<file path="src/hw/rtl/lifo_stack_with_peek_unit_macros.svh">
// ----------------------------------------------------------------------------
// lifo_stack_with_peek_unit_macros
// Assertion macros used by the LIFO stack controller RTL. Every property is clocked
// on i_clk and disabled while i_rst_n is low.
// ----------------------------------------------------------------------------
`ifndef LIFO_STACK_WITH_PEEK_UNIT_MACROS_SVH
`define LIFO_STACK_WITH_PEEK_UNIT_MACROS_SVH
`ifndef NO_ASSERTIONS
// same-cycle implication
`define LSP_ASSERT_IMP(lbl, ante, cons, msg) \
    lbl: assert property (@(posedge i_clk) disable iff (!i_rst_n) \
        (ante) |-> (cons)) else $error(msg);
// next-cycle implication
`define LSP_ASSERT_NXT(lbl, ante, cons, msg) \
    lbl: assert property (@(posedge i_clk) disable iff (!i_rst_n) \
        (ante) |=> (cons)) else $error(msg);
`else
`define LSP_ASSERT_IMP(lbl, ante, cons, msg)
`define LSP_ASSERT_NXT(lbl, ante, cons, msg)
`endif
`endif

</file>
<file path="src/hw/rtl/lsp_pkg.sv">
// ----------------------------------------------------------------------------
// lsp_pkg
// Types, operation and status codes shared by the LIFO stack modules.
// ----------------------------------------------------------------------------
package lsp_pkg;

    // default number of entries
    localparam int LSP_DEPTH = 64;

    localparam int WORD_W = 32;
    localparam int OP_W   = 2;
    localparam int POS_W  = 7;
    localparam int STAT_W = 2;

    typedef logic signed [WORD_W-1:0] t_word;
    typedef logic [OP_W-1:0]          t_op;
    typedef logic [POS_W-1:0]         t_pos;
    typedef logic [STAT_W-1:0]        t_status;

    // operation codes
    localparam t_op OP_PUSH = 2'd0;
    localparam t_op OP_POP  = 2'd1;
    localparam t_op OP_PEEK = 2'd2;

    // status codes
    localparam t_status ST_OK        = 2'd0;
    localparam t_status ST_OVERFLOW  = 2'd1;
    localparam t_status ST_UNDERFLOW = 2'd2;
    localparam t_status ST_BEYOND    = 2'd3;

    // word returned when nothing can be read
    localparam t_word NONE_WORD = -32'sd1;

    // controller state
    typedef enum logic {
        S_IDLE,
        S_PEEK
    } t_state;

    // per-cycle command broadcast to every cell
    typedef struct packed {
        logic shift_dn;     // push: every entry moves one cell deeper
        logic shift_up;     // pop: every entry moves one cell toward the top
        logic load_probe;   // copy stack contents into the probe chain
        logic shift_probe;  // probe chain moves one cell toward the top
    } t_cell_ctrl;

endpackage

</file>
<file path="src/hw/rtl/lsp_cell.sv">
// ----------------------------------------------------------------------------
// lsp_cell
// One stack slot plus one probe slot. Stack data moves to the neighbor on
// push or pop; the probe copy walks toward the top during a peek.
// ----------------------------------------------------------------------------
module lsp_cell import lsp_pkg::*; (
    input  logic       i_clk,
    input  t_cell_ctrl i_ctrl,
    input  t_word      i_word_above,   // entry of the cell nearer the top
    input  t_word      i_word_below,   // entry of the cell deeper down
    input  t_word      i_probe_below,  // probe of the cell deeper down
    output t_word      o_data,
    output t_word      o_probe
);

    t_word r_data;
    t_word r_probe;

    // stack slot
    always_ff @(posedge i_clk) begin
        if (i_ctrl.shift_dn) begin
            r_data <= i_word_above;
        end else if (i_ctrl.shift_up) begin
            r_data <= i_word_below;
        end
    end

    // probe slot
    always_ff @(posedge i_clk) begin
        if (i_ctrl.load_probe) begin
            r_probe <= r_data;
        end else if (i_ctrl.shift_probe) begin
            r_probe <= i_probe_below;
        end
    end

    assign o_data  = r_data;
    assign o_probe = r_probe;

endmodule

</file>
<file path="config.mk">
export PLATFORM = sky130hd
export DESIGN_NAME = lsp_cell
export DESIGN_NICKNAME = d
export VERILOG_FILES = /design/src/hw/rtl/lifo_stack_with_peek_unit_macros.svh /design/src/hw/rtl/lsp_pkg.sv /design/src/hw/rtl/lsp_cell.sv
export SDC_FILE = /design/constraint.sdc
export NUM_CORES = 1
export LEC_CHECK = 0
export ABC_AREA = 1
export ABC_CLOCK_PERIOD_IN_PS = 2810
export BUFFER_PORTS_ARGS = -buffer_cell sky130_fd_sc_hd__buf_2
export CORE_ASPECT_RATIO = 1.25
export CORE_MARGIN = 1.5
export CORE_UTILIZATION = 40
export CTS_BUF_LIST = sky130_fd_sc_hd__clkbuf_8 sky130_fd_sc_hd__clkbuf_16
export DETAILED_ROUTE_END_ITERATION = 10
export PLACE_DENSITY = 0.79
export SLEW_MARGIN = 20
export SYNTH_ARGS = -nofsm -noshare
export SYNTH_HDL_FRONTEND = slang
export SYNTH_SLANG_ARGS = --single-unit
</file>
<file path="constraint.sdc">
create_clock -name i_clk -period 2.81 [get_ports i_clk]
set_input_delay 0.562 -clock i_clk [delete_from_list [all_inputs] [get_ports i_clk]]
set_output_delay 0.562 -clock i_clk [all_outputs]
set_load 0.05 [all_outputs]
</file>
Yosys cells after proc, flatten, opt, wreduce, memory -nomap -nowiden

Index checks and enable logic that the tools add are counted.

Muxes and demuxes: 4
Reduce and logical (&&, ||, !) cells: 2

Operators with widths:

| operator           | count |
|---|---|
| 32-bit two-way mux | 4 |
| 2-bit nonzero test | 2 |

Register bits after elaboration: 64
Input port bits: 101
Output and inout bits: 64
Word-level logic and storage cells: 8

Logic depth before layout (Yosys ltp)

Depth after elaboration: 2
Depth in mapped cells: 5
Gate-level depth less buffers: 3

Worst setup path after synthesis

OpenSTA, ideal clock, no wires.

Path type: input to register
Start: in i_ctrl[3] in the netlist's numbering
End: reg r_data[0] (netlist: o_data[0]) (enable)
Setup time: 0.330 ns
Data arrival time: 1.207 ns
Required time: 2.480 ns
Path slack: 1.274 ns
Stages: 2
Buffers on the path: 1
Cells stage by stage: buf_6 -> or2_2

Word-level cells in the longest chain between the ends: 1

RTL lines:

| item                         | RTL line       | RTL |
|---|---|---|
| start: declaration           | lsp_cell.sv:8  | `input t_cell_ctrl i_ctrl,` |
| 2-bit nonzero test (no line) | -              |  |
| end signal: assignment       | lsp_cell.sv:22 | `r_data <= i_word_above;` |
| end signal: assignment       | lsp_cell.sv:24 | `r_data <= i_word_below;` |
| end: declaration             | lsp_cell.sv:16 | `t_word r_data;` |

No other way between the ends.
A chain may end at the register's enable or synchronous reset.

Worst setup path after layout

Start: reg r_data[21] (netlist: o_data[21])
End: out o_data[21]

RTL lines:

| item             | RTL line       | RTL |
|---|---|---|
| end: declaration | lsp_cell.sv:12 | `output t_word o_data,` |

No word-level cell between the ends.

==> summary.txt <==
Final Core Density = 56.0%
required time at the worst-slack endpoint = 2250 ps
# Max-Cap Violations = 0
leading cell types in the layout, fill and taps excluded = 172 x sky130_fd_sc_hd__nand2_1, 164 x sky130_fd_sc_hd__buf_2, 64 x sky130_fd_sc_hd__edfxtp_1
number of rows created at floorplan = 34
GRT Resource Usage Total = 18.6%
CTS H-tree depth = 3
distinct cell type count of the synthesized netlist = 11
highest cell delay on the worst timing path = 400 ps
detailed-router iteration count before antenna repair = 6
share of layout cells above drive strength 1 = 46.4%
synthesized-area fraction occupied by xor and xnor cells = 0%
Tightest Pin Transition = 759 ps
TNS Setup = 0 ps
hold-fix buffers at CTS = 0
flops & latches, synth = 64
share of the synthesized area in the top cell type = 66.5%
unrepaired setup endpoints after global routing = no
Final setup violation count = 0
routed length per instance = 12.9 µm
final-report max-slew violation count = 0
start-to-end type of the worst setup path = flip-flop to primary output
net count reported at finish = 538
Core Box Area = 0.00698 mm²
effective utilization at floorplan = 41.4%
wire length after detailed routing = 6880 µm
number of buffers on the longest clock path = 2
Final Cycle Share = 56.1%
root cell of the clock tree = sky130_fd_sc_hd__clkbuf_8
destination of the worst register-to-register timing path = o_probe[21]$_DFFE_PP_
netlist area before placement = 0.00289 mm²
post-DR vias/cell = 4.42
CP max stage cell = sky130_fd_sc_hd__edfxtp_1
launch point of the worst hold path = i_probe_below[3]
post-cts sizing count = 0
sequential cell area fraction in the yosys report = 66.5%
compound-cell area share of the yosys netlist = 0%
setup fix buffers added after clock tree synthesis = 0
multiplexer area fraction after synthesis = 0%
highest fanout seen on the critical path = 2
CTS tree = done
worst slew margin relative to its limit = 49.4%
pin count of the biggest net entering global routing = 34
final setup skew = 6.59 ps
minimum clock period after layout = 1580 ps
initial detailed-routing violation count = 137
Post-Syn Area per Cell = 10.5 µm²
die span in x = 79.0 µm
crit path buf inv count = 1
overflow left after global routing = 0
antenna violations before repair = 0
Yosys top cell by area = sky130_fd_sc_hd__edfxtp_1
cell area power density = 724 mW/mm²
wire length of the first global-routing pass = 10900 µm
status = complete, no violations
Setup crit end = o_data[21]
endpoint type of the worst setup path = primary output
list of cells traversed by the critical path = buf_2
signed area change from the synthesized netlist to the final layout = 35.2%
antenna diode instance count = 0
data arrival time at the worst-slack endpoint = 1010 ps
number of top-level pins = 165
count of fill cells added during filler insertion = 653
kind of cell with the highest combined delay on the critical path = flip-flops
Pleak = 2.03 nW
latest clock arrival within the worst-skew pair = 340 ps
Routability Congestion = 0.831
number of port buffers = 164
overall die height = 98.0 µm
placed wire-length estimate = 5070 µm
Synth Net Count = 375
start of the worst register-to-register path = o_data[21]$_DFFE_PP_
critical path depth in cells = 1
die outline area = 0.00775 mm²
adder-cell share of the synthesized area = 0%
CTS sink cnt = 64
Final Hold Fails = 0
CTS buffer count = 9
Fmax = 634 MHz
largest cells by area after synthesis = sky130_fd_sc_hd__edfxtp_1 66%, sky130_fd_sc_hd__nand2_1 22%, sky130_fd_sc_hd__nand2_2 4.3%
Peak supply drop = 0.000309 V
simple-gate area share of the yosys netlist = 27.1%
class of the tightest hold or removal check = input port to flip-flop
number of cells on the worst reg-to-reg path = 2
count of nets left with antenna violations after detail routing = 0
vias in the first global route = 2369
leading cell type in the layout, fill and taps excluded = sky130_fd_sc_hd__nand2_1
DRC violation count after routing = 0
combinational family with the most area after synthesis = simple AND/OR/NAND/NOR gates
vias = 2349
clock input transition at the sequential cells of the worst setup and hold paths = 80 ps
Synth Warn # = 0
CP startpoint = o_data[21]$_DFFE_PP_
synthesized instance count = 274
Critical Path Source Type = flip-flop
reg2reg setup slack = 1990 ps
[worst register-to-register path, cell delays in order (launching register included)]
cell and delay, ps:
sky130_fd_sc_hd__edfxtp_1 440, sky130_fd_sc_hd__nand2_1 100, sky130_fd_sc_hd__nand2_1 50
[routing by layer]
layer | GRT usage [%] | part of all wire [%]
met1 | 22.1 | 39
met2 | 31.2 | 52
met3 | 4.86 | 6.2
met4 | 8.77 | 2.8
met5 | 0 | 0
[layout make-up]
cell class              count  area [µm²]  share of cell area, %
flip-flops and latches     64        1920                   49.2
multi-input cells         194         783                   20.0
clock inverters             7         111                   2.85
repair buffers            166         836                   21.4
well taps                  90         113                   2.88
inverters                   2        20.0                  0.512
clock buffers               9         124                   3.17
[cell usage after synthesis]
master and instances:
sky130_fd_sc_hd__buf_12 1, sky130_fd_sc_hd__buf_8 1, sky130_fd_sc_hd__clkbuf_8 1, sky130_fd_sc_hd__buf_6 9, sky130_fd_sc_hd__inv_8 1, sky130_fd_sc_hd__or2_2 2
sky130_fd_sc_hd__buf_4 2, sky130_fd_sc_hd__nand2_1 172, sky130_fd_sc_hd__nand2_2 20, sky130_fd_sc_hd__inv_6 1, sky130_fd_sc_hd__edfxtp_1 64
[power by group]
part	total (mW)	switching (mW)	leakage, nW	internal [mW]
Sequential	1.22	0.0413	0.662	1.18
Clock	0.935	0.352	0.120	0.583
Combinational	0.677	0.519	1.25	0.158
Total	2.83	0.912	2.03	1.92
[how the worst min path moves through the flow]
| stage | to | slack, ps | depth (start not counted) |
|---|---|---|---|
| after global routing | o_data[2]$_DFFE_PP_ | 470 | 3 |
| after floorplan | o_data[0]$_DFFE_PP_ | 730 | 2 |
| final | o_probe[3]$_DFFE_PP_ | 480 | 3 |
| after detailed placement | o_probe[0]$_DFFE_PP_ | 530 | 2 |
| after CTS | o_probe[3]$_DFFE_PP_ | 470 | 3 |
| after global placement | o_probe[17]$_DFFE_PP_ | 520 | 2 |
[state kept, by name, indices dropped and copies added (netlist names)]
signal,cells
o_data,32
o_probe,32
[cell families after synthesis]
| group | count (synthesis) |
|---|---|
| and+or+nand+nor | 194 |
| DFF | 64 |
| buffers and inverters | 16 |
[stage by stage]
step	instance area, µm²	hold WS [ps]	instances	worst slack, ps	total power [mW]
final	3910	476	532	1230	2.83
after detailed placement	3670	531	516	1140	1.92
after global placement	3670	521	516	1170	1.91
after floorplan	2890	735	274	1270	1.74
after CTS	3910	471	532	1230	2.85
after global routing	3910	472	532	1200	2.95
Note: power is estimated with default switching activity, not from simulation.
