### config.mk
export PLATFORM = sky130hd
export DESIGN_NAME = lsp_ctrl
export DESIGN_NICKNAME = d
export VERILOG_FILES = /design/src/hw/rtl/lsp_pkg.sv /design/src/hw/rtl/lsp_ctrl.sv
export VERILOG_INCLUDE_DIRS = /design/src /design/src/hw/rtl
export SDC_FILE = /design/constraint.sdc
export NUM_CORES = 1
export LEC_CHECK = 0
export ABC_AREA = 0
export BUFFER_PORTS_ARGS = -buffer_cell sky130_fd_sc_hd__buf_2
export CORE_ASPECT_RATIO = 1.5
export CORE_MARGIN = 4
export CORE_UTILIZATION = 45
export CTS_CLUSTER_SIZE = 10
export DETAILED_ROUTE_END_ITERATION = 8
export PLACE_DENSITY = 0.74
export SKIP_LAST_GASP = 1
export SLEW_MARGIN = 40
export SYNTH_ARGS = -nofsm -noshare
export SYNTH_HDL_FRONTEND = slang
export SYNTH_SLANG_ARGS = --single-unit
### constraint.sdc
create_clock -name i_clk -period 3.1 [get_ports i_clk]
set_input_delay 0.465 -clock i_clk [delete_from_list [all_inputs] [get_ports i_clk]]
set_output_delay 0.465 -clock i_clk [all_outputs]
set_load 0.01 [all_outputs]
### src/hw/rtl/lifo_stack_with_peek_unit_macros.svh
// ----------------------------------------------------------------------------
// lifo_stack_with_peek_unit_macros
// Assertion macros used by the LIFO stack controller RTL. Every property is clocked
// on i_clk and disabled while i_rst_n is low.
// ----------------------------------------------------------------------------
`ifndef LIFO_STACK_WITH_PEEK_UNIT_MACROS_SVH
`define LIFO_STACK_WITH_PEEK_UNIT_MACROS_SVH
`ifndef NO_ASSERTIONS
// same-cycle implication
`define LSP_ASSERT_IMP(lbl, ante, cons, msg) \
    lbl: assert property (@(posedge i_clk) disable iff (!i_rst_n) \
        (ante) |-> (cons)) else $error(msg);
// next-cycle implication
`define LSP_ASSERT_NXT(lbl, ante, cons, msg) \
    lbl: assert property (@(posedge i_clk) disable iff (!i_rst_n) \
        (ante) |=> (cons)) else $error(msg);
`else
`define LSP_ASSERT_IMP(lbl, ante, cons, msg)
`define LSP_ASSERT_NXT(lbl, ante, cons, msg)
`endif
`endif

### src/hw/rtl/lsp_pkg.sv
// ----------------------------------------------------------------------------
// lsp_pkg
// Types, operation and status codes shared by the LIFO stack modules.
// ----------------------------------------------------------------------------
package lsp_pkg;

    // default number of entries
    localparam int LSP_DEPTH = 64;

    localparam int WORD_W = 32;
    localparam int OP_W   = 2;
    localparam int POS_W  = 7;
    localparam int STAT_W = 2;

    typedef logic signed [WORD_W-1:0] t_word;
    typedef logic [OP_W-1:0]          t_op;
    typedef logic [POS_W-1:0]         t_pos;
    typedef logic [STAT_W-1:0]        t_status;

    // operation codes
    localparam t_op OP_PUSH = 2'd0;
    localparam t_op OP_POP  = 2'd1;
    localparam t_op OP_PEEK = 2'd2;

    // status codes
    localparam t_status ST_OK        = 2'd0;
    localparam t_status ST_OVERFLOW  = 2'd1;
    localparam t_status ST_UNDERFLOW = 2'd2;
    localparam t_status ST_BEYOND    = 2'd3;

    // word returned when nothing can be read
    localparam t_word NONE_WORD = -32'sd1;

    // controller state
    typedef enum logic {
        S_IDLE,
        S_PEEK
    } t_state;

    // per-cycle command broadcast to every cell
    typedef struct packed {
        logic shift_dn;     // push: every entry moves one cell deeper
        logic shift_up;     // pop: every entry moves one cell toward the top
        logic load_probe;   // copy stack contents into the probe chain
        logic shift_probe;  // probe chain moves one cell toward the top
    } t_cell_ctrl;

endpackage

### src/hw/rtl/lsp_ctrl.sv
// ----------------------------------------------------------------------------
// lsp_ctrl
// Entry count, peek sequencer and result register of the LIFO stack.
// ----------------------------------------------------------------------------
`include "lifo_stack_with_peek_unit_macros.svh"

module lsp_ctrl import lsp_pkg::*; #(
    parameter int DEPTH = LSP_DEPTH
) (
    input  logic       i_clk,
    input  logic       i_rst_n,
    // request side
    input  logic       i_valid,
    output logic       o_ready,
    input  t_op        i_op,
    input  t_pos       i_position,
    // top cell
    input  t_word      i_top_data,
    input  t_word      i_top_probe,
    output t_cell_ctrl o_cell_ctrl,
    // response side
    output logic       o_valid,
    input  logic       i_ready,
    output t_word      o_read_value,
    output t_status    o_status,
    output logic       o_is_empty,
    output logic       o_is_full
);

    localparam int CW = $clog2(DEPTH + 1);
    localparam int LW = (CW > POS_W) ? CW : POS_W;
    localparam logic [CW-1:0] FULL_CNT = CW'(DEPTH);

    t_state        r_state, n_state;
    logic [CW-1:0] r_count, n_count;
    t_pos          r_steps, n_steps;

    logic          r_out_valid, n_out_valid;
    t_word         r_out_value, n_out_value;
    t_status       r_out_status, n_out_status;
    logic          r_out_empty, n_out_empty;
    logic          r_out_full, n_out_full;

    logic          w_accept;
    logic          w_out_free;
    logic          w_beyond;
    t_pos          w_depth;
    logic          w_res_load;
    t_word         w_res_value;
    t_status       w_res_status;

    // handshake
    assign w_out_free = !r_out_valid || i_ready;
    assign o_ready    = (r_state == S_IDLE) && w_out_free;
    assign w_accept   = i_valid && o_ready;

    // peek depth, position 0 also means the top
    assign w_depth  = (i_position == '0) ? t_pos'(1) : i_position;
    assign w_beyond = LW'(w_depth) > LW'(r_count);

    // next state
    always_comb begin
        n_state = r_state;
        case (r_state)
            S_IDLE: begin
                if (w_accept && i_op == OP_PEEK && !w_beyond) begin
                    n_state = S_PEEK;
                end
            end
            S_PEEK: begin
                if (r_steps == '0 && w_out_free) begin
                    n_state = S_IDLE;
                end
            end
            default: n_state = S_IDLE;
        endcase
    end

    // cell commands, count and result
    always_comb begin
        o_cell_ctrl  = '0;
        n_count      = r_count;
        n_steps      = r_steps;
        w_res_load   = 1'b0;
        w_res_value  = '0;
        w_res_status = ST_OK;
        case (r_state)
            S_IDLE: begin
                if (w_accept) begin
                    w_res_load = 1'b1;
                    case (i_op)
                        OP_PUSH: begin
                            if (r_count == FULL_CNT) begin
                                w_res_status = ST_OVERFLOW;
                            end else begin
                                o_cell_ctrl.shift_dn = 1'b1;
                                n_count = r_count + CW'(1);
                            end
                        end
                        OP_POP: begin
                            if (r_count == '0) begin
                                w_res_value  = NONE_WORD;
                                w_res_status = ST_UNDERFLOW;
                            end else begin
                                w_res_value = i_top_data;
                                o_cell_ctrl.shift_up = 1'b1;
                                n_count = r_count - CW'(1);
                            end
                        end
                        OP_PEEK: begin
                            if (w_beyond) begin
                                w_res_value  = NONE_WORD;
                                w_res_status = ST_BEYOND;
                            end else begin
                                // result comes once the probe reaches the top
                                w_res_load = 1'b0;
                                o_cell_ctrl.load_probe = 1'b1;
                                n_steps = w_depth - t_pos'(1);
                            end
                        end
                        default: ;  // unused code: no change, zero result
                    endcase
                end
            end
            S_PEEK: begin
                if (r_steps == '0) begin
                    if (w_out_free) begin
                        w_res_load  = 1'b1;
                        w_res_value = i_top_probe;
                    end
                end else begin
                    o_cell_ctrl.shift_probe = 1'b1;
                    n_steps = r_steps - t_pos'(1);
                end
            end
            default: ;
        endcase
    end

    // result register
    always_comb begin
        n_out_valid  = r_out_valid;
        n_out_value  = r_out_value;
        n_out_status = r_out_status;
        n_out_empty  = r_out_empty;
        n_out_full   = r_out_full;
        if (w_res_load) begin
            n_out_valid  = 1'b1;
            n_out_value  = w_res_value;
            n_out_status = w_res_status;
            n_out_empty  = (n_count == '0);
            n_out_full   = (n_count == FULL_CNT);
        end else if (i_ready) begin
            n_out_valid = 1'b0;
        end
    end

    // control registers
    always_ff @(posedge i_clk) begin
        if (!i_rst_n) begin
            r_state     <= S_IDLE;
            r_count     <= '0;
            r_out_valid <= 1'b0;
        end else begin
            r_state     <= n_state;
            r_count     <= n_count;
            r_out_valid <= n_out_valid;
        end
    end

    // payload registers
    always_ff @(posedge i_clk) begin
        r_steps      <= n_steps;
        r_out_value  <= n_out_value;
        r_out_status <= n_out_status;
        r_out_empty  <= n_out_empty;
        r_out_full   <= n_out_full;
    end

    assign o_valid      = r_out_valid;
    assign o_read_value = r_out_value;
    assign o_status     = r_out_status;
    assign o_is_empty   = r_out_empty;
    assign o_is_full    = r_out_full;

    // checks
    `LSP_ASSERT_NXT(a_push_count, w_accept && i_op == OP_PUSH && r_count != FULL_CNT, r_count == $past(r_count) + CW'(1), "push did not grow the count")
    `LSP_ASSERT_NXT(a_peek_hold, r_state == S_PEEK, r_count == $past(r_count), "count changed during a peek")
    `LSP_ASSERT_IMP(a_under_empty, r_out_valid && r_out_status == ST_UNDERFLOW, r_out_empty, "underflow reported on a non-empty stack")
    `LSP_ASSERT_IMP(a_over_full, r_out_valid && r_out_status == ST_OVERFLOW, r_out_full, "overflow reported on a non-full stack")

endmodule

# Word-level counts from Yosys, hierarchy flattened
# Index checks and enable logic that the tools add are counted.
# op_classes
addsub	4
n_lt_le_gt_ge	1
n_eq_ne	8
mux	43
bitwise_logic	2
reduce_logical	16
# op_table
op	n
32-bit two-way mux	5
32-bit case mux with 2 select lines	2
7-bit two-way mux	9
7-bit zero test	4
7-bit case mux with 2 select lines	2
7-bit by 1-bit subtractor with 7-bit output (second input constant)	3
1-bit two-way mux	18
7-bit equality test (second input constant)	2
7-bit by 1-bit adder with 7-bit output (second input constant)	1
7-bit > comparator	1
3-bit two-way mux	2
2-bit inequality test (second input constant)	3
2-bit case mux with 3 select lines	1
1-bit logical AND	5
2-bit two-way mux	2
1-bit case mux with 2 select lines	2
4-bit AND reduction	1
2-bit by 1-bit equality test with 1-bit output (second input constant)	1
2-bit equality test (second input constant)	1
1-bit zero test	2
2-bit zero test	1
2-bit by 1-bit inequality test with 1-bit output (second input constant)	1
1-bit inverter	2
2-bit nonzero test	1
other kinds (2)	2
# word_totals
reg_bits	52
inputBits	77
output_inout_bits	42
wordCells	82

# Longest topological paths before layout
# depth
ltp_word	8
ltp_mapped	10
ltp_nobuf	9

# Least setup slack after synthesis
# OpenSTA, ideal clock, no wires.
# synth_timing
path_type	input -> register
startpoint	in i_position[6]
endpoint	reg r_out_empty (netlist: o_is_empty), enable pin
setup_ps	377
t_arrival_ps	2283
required_time_ps	2723
path_slack_ps	439
stages	9
n_path_buf	0
path_cell_list	nor4_1 -> a21oi_1 -> ha_1 -> nor2b_1 -> o21a_1 -> o21ai_0 -> a21boi_0 -> o21a_1 -> or2_2
# synth_via
elab_chain_cells	7
# synth_rtl
item	line	text
start, declared	lsp_ctrl.sv:16	input t_pos i_position,
7-bit zero test	lsp_ctrl.sv:58	assign w_depth = (i_position == '0) ? t_pos'(1) : i_position;
7-bit two-way mux (*)	lsp_ctrl.sv:58	
7-bit > comparator (*)	lsp_ctrl.sv:59	assign w_beyond = LW'(w_depth) > LW'(r_count);
1-bit two-way mux (*)	lsp_ctrl.sv:111	if (w_beyond) begin
1-bit two-way mux (*)	lsp_ctrl.sv:91	case (i_op)
1-bit two-way mux (*)	lsp_ctrl.sv:89	if (w_accept) begin
1-bit case mux with 2 select lines (*)	lsp_ctrl.sv:87	case (r_state)
end signal, assigned	lsp_ctrl.sv:176	r_out_empty <= n_out_empty;
end, declared	lsp_ctrl.sv:41	logic r_out_empty, n_out_empty;
# Mark *: on every way between the ends. The rest lies on a longest branch, timed or not.
# A chain may end at the register's enable or synchronous reset.

==> metrics.yaml <==
gr-total-overflow: 0
track_usage: 0.205
dpl_cell_area_um2: 3810
postCtsHoldBufs: 0
layout_commonest_cell: "buf_2"
min_period_over_period: 0.938
core_um2: 6620
critPathRequiredTime_ns: 2.63
place.gp.congestion: 0.926
ant_nets: 0
post_cts_resized: 0
die_x_um: 76.0
fin_setup_tns_ns: 0
antenna_found_initial: 0
wl_per_cell_um: 16.4
setup_viol: 0
path_clk_slew_ns: 0.10
peakVddDrop_uv: 202
slew_headroom: 0.671
syn_area_um2: 3120
cts_tree: "built"
avgSynthCellArea_um2: 9.29
synthCells: 336
hold_start: "i_top_probe[13]"
diodes: 0
path_class: "flop to output pin"
clockRootBuffer: "clkbuf_8"
drv_slew: 0
htreeDepth: 2
synthArstFlopShare: 0
drive_above_1_share: 0.326
dpl.hpwl_um: 6630
cts_sinks: 52
drc: 0
via_per_inst: 5.66
status: "completed"
crit_start: "r_count[4]"
synth-seq-cells: 52
worstMarginPinSlew_ns: 0.494
grt_pass1_wl_um: 14000
die_area_um2: 8360
leakage_uw: 0.00174
worstPathMaxFanout: 9
grt_start_max_net_pins: 37
start_util: 0.471
period_needed_ns: 2.91
fin_area_um2: 3930
rsz0062_at_grt: "false"
dieHeight_um: 110
synthTopCellsByArea: "edfxtp_1 (41%), nand3_1 (6.6%), o21ai_0 (5.9%)"
ys_warn_count: 0
synth_seq_area_share: 0.472
setup_ws_ns: 0.191
synth_edf_count: 43
r2r_start: "r_count[4]"
mostFrequentLayoutCells: "buf_2 (118), nand2_1 (47), edfxtp_1 (43)"
skew_ns: 0.00560
arrival_ns: 2.44
vias: 2981
hold_violations: 0
drt-total-wl_um: 8620
min_path_type: "input pin to flop"
place_ws_ns: 0.362
cts_buffer_depth: 2
ios: 119
dr.pass1.iters: 4
synth_top_cell_area_share: 0.414
row_count: 36
p_per_area_nw_per_um2: 432
crit_path_end_kind: "output pin"
port_buffers: 118
synth-main-ff-cell: "edfxtp_1"
drt-initial-drc-count: 217
area_growth_pct: 25.9
clk_latency_ns: 0.31
cp-start-kind: "flop"
synth_fp_nets: 427
drv_cap: 0
yosysTopAreaCell: "edfxtp_1"
max_freq_ghz: 0.344
cts_buffers: 5
synth.distinct_cells: 53
nets: 541
post_cts_buffers: 0
grt_pass1_vias: 2922
nFillCells: 572
[worst paths after layout]
check / end / slack [ns] / depth (start not counted)
max reg2reg: o_is_empty / 0.48 / 10
min: o_read_value[13] / 0.43 / 3
max: o_cell_ctrl[1] / 0.19 / 9
min reg2reg: r_steps[6] / 0.69 / 2
[worst max-delay path: stages, from the launching register on]
cell and delay, ns:
dfxtp_1 0.57, inv_1 0.09, ha_1 0.32, a21o_1 0.16
a21o_1 0.16, a21oi_1 0.15, a21boi_0 0.10, buf_4 0.16
nor3_1 0.23, buf_2 0.19
[cell type report]
class,instances,area (µm²),share of cell area
clock inverter,3,46.3,0.0118
tap,76,95.1,0.0242
inverter,16,60.1,0.0153
sequential,52,1470,0.374
timing repair buffer,130,693,0.176
multi-input combinational,245,1500,0.380
clock buffer,5,68.8,0.0175
[state kept, by name, indices dropped and copies added, names as in the netlist]
signal,cells
o_status,2
r_state,1
r_steps,7
o_is_full,1
o_read_value,32
o_is_empty,1
r_count,7
o_valid,1
[per-stage QoR]
step | utilization | power [µW] | std cells | hold slack, ns
6_report | 0.594 | 1700 | 527 | 0.434
5_1_grt | 0.594 | 1780 | 527 | 0.433
4_1_cts | 0.593 | 1710 | 527 | 0.429
3_5_place_dp | 0.576 | 1240 | 519 | 0.662
3_3_place_gp | 0.576 | 1230 | 519 | 0.646
2_1_floorplan | - | 1060 | 336 | 0.598
[per-layer routing]
metal / vias up / track usage / routed length (µm)
met5: - / 0 / 0
met4: 0 / 0.0840 / 245
met3: 23 / 0.0423 / 593
met2: 123 / 0.355 / 4330
met1: 1387 / 0.248 / 3460
li1: 1448 / - / -
[Yosys cell counts, drive strengths merged, types with 4 or more instances]
library cell,n
o21ai,38
nand2b,4
edfxtp,43
nor2,18
nand2,47
nand3,41
mux2i,7
nor2b,5
a21oi,5
nor3,7
clkbuf,21
ha,14
and2,7
inv,16
a221oi,4
dfxtp,9
[cell families after synthesis]
logic type,after synthesis,synth area share
AOI/OAI and AO/OA,72,0.152
adders and majority gates,14,0.0561
muxes,8,0.0261
DFF,52,0.472
buffers and inverters,39,0.0497
and+or+nand+nor,146,0.231
xor gates and xnor gates,5,0.0140
[power breakdown]
| part | total, µW | switching [µW] | internal [µW] |
|---|---|---|---|
| Clock | 477 | 234 | 243 |
| Combinational | 384 | 227 | 157 |
| Sequential | 837 | 17.9 | 819 |
| Total | 1700 | 479 | 1220 |
No activity file was read; power rests on OpenSTA's default activity.
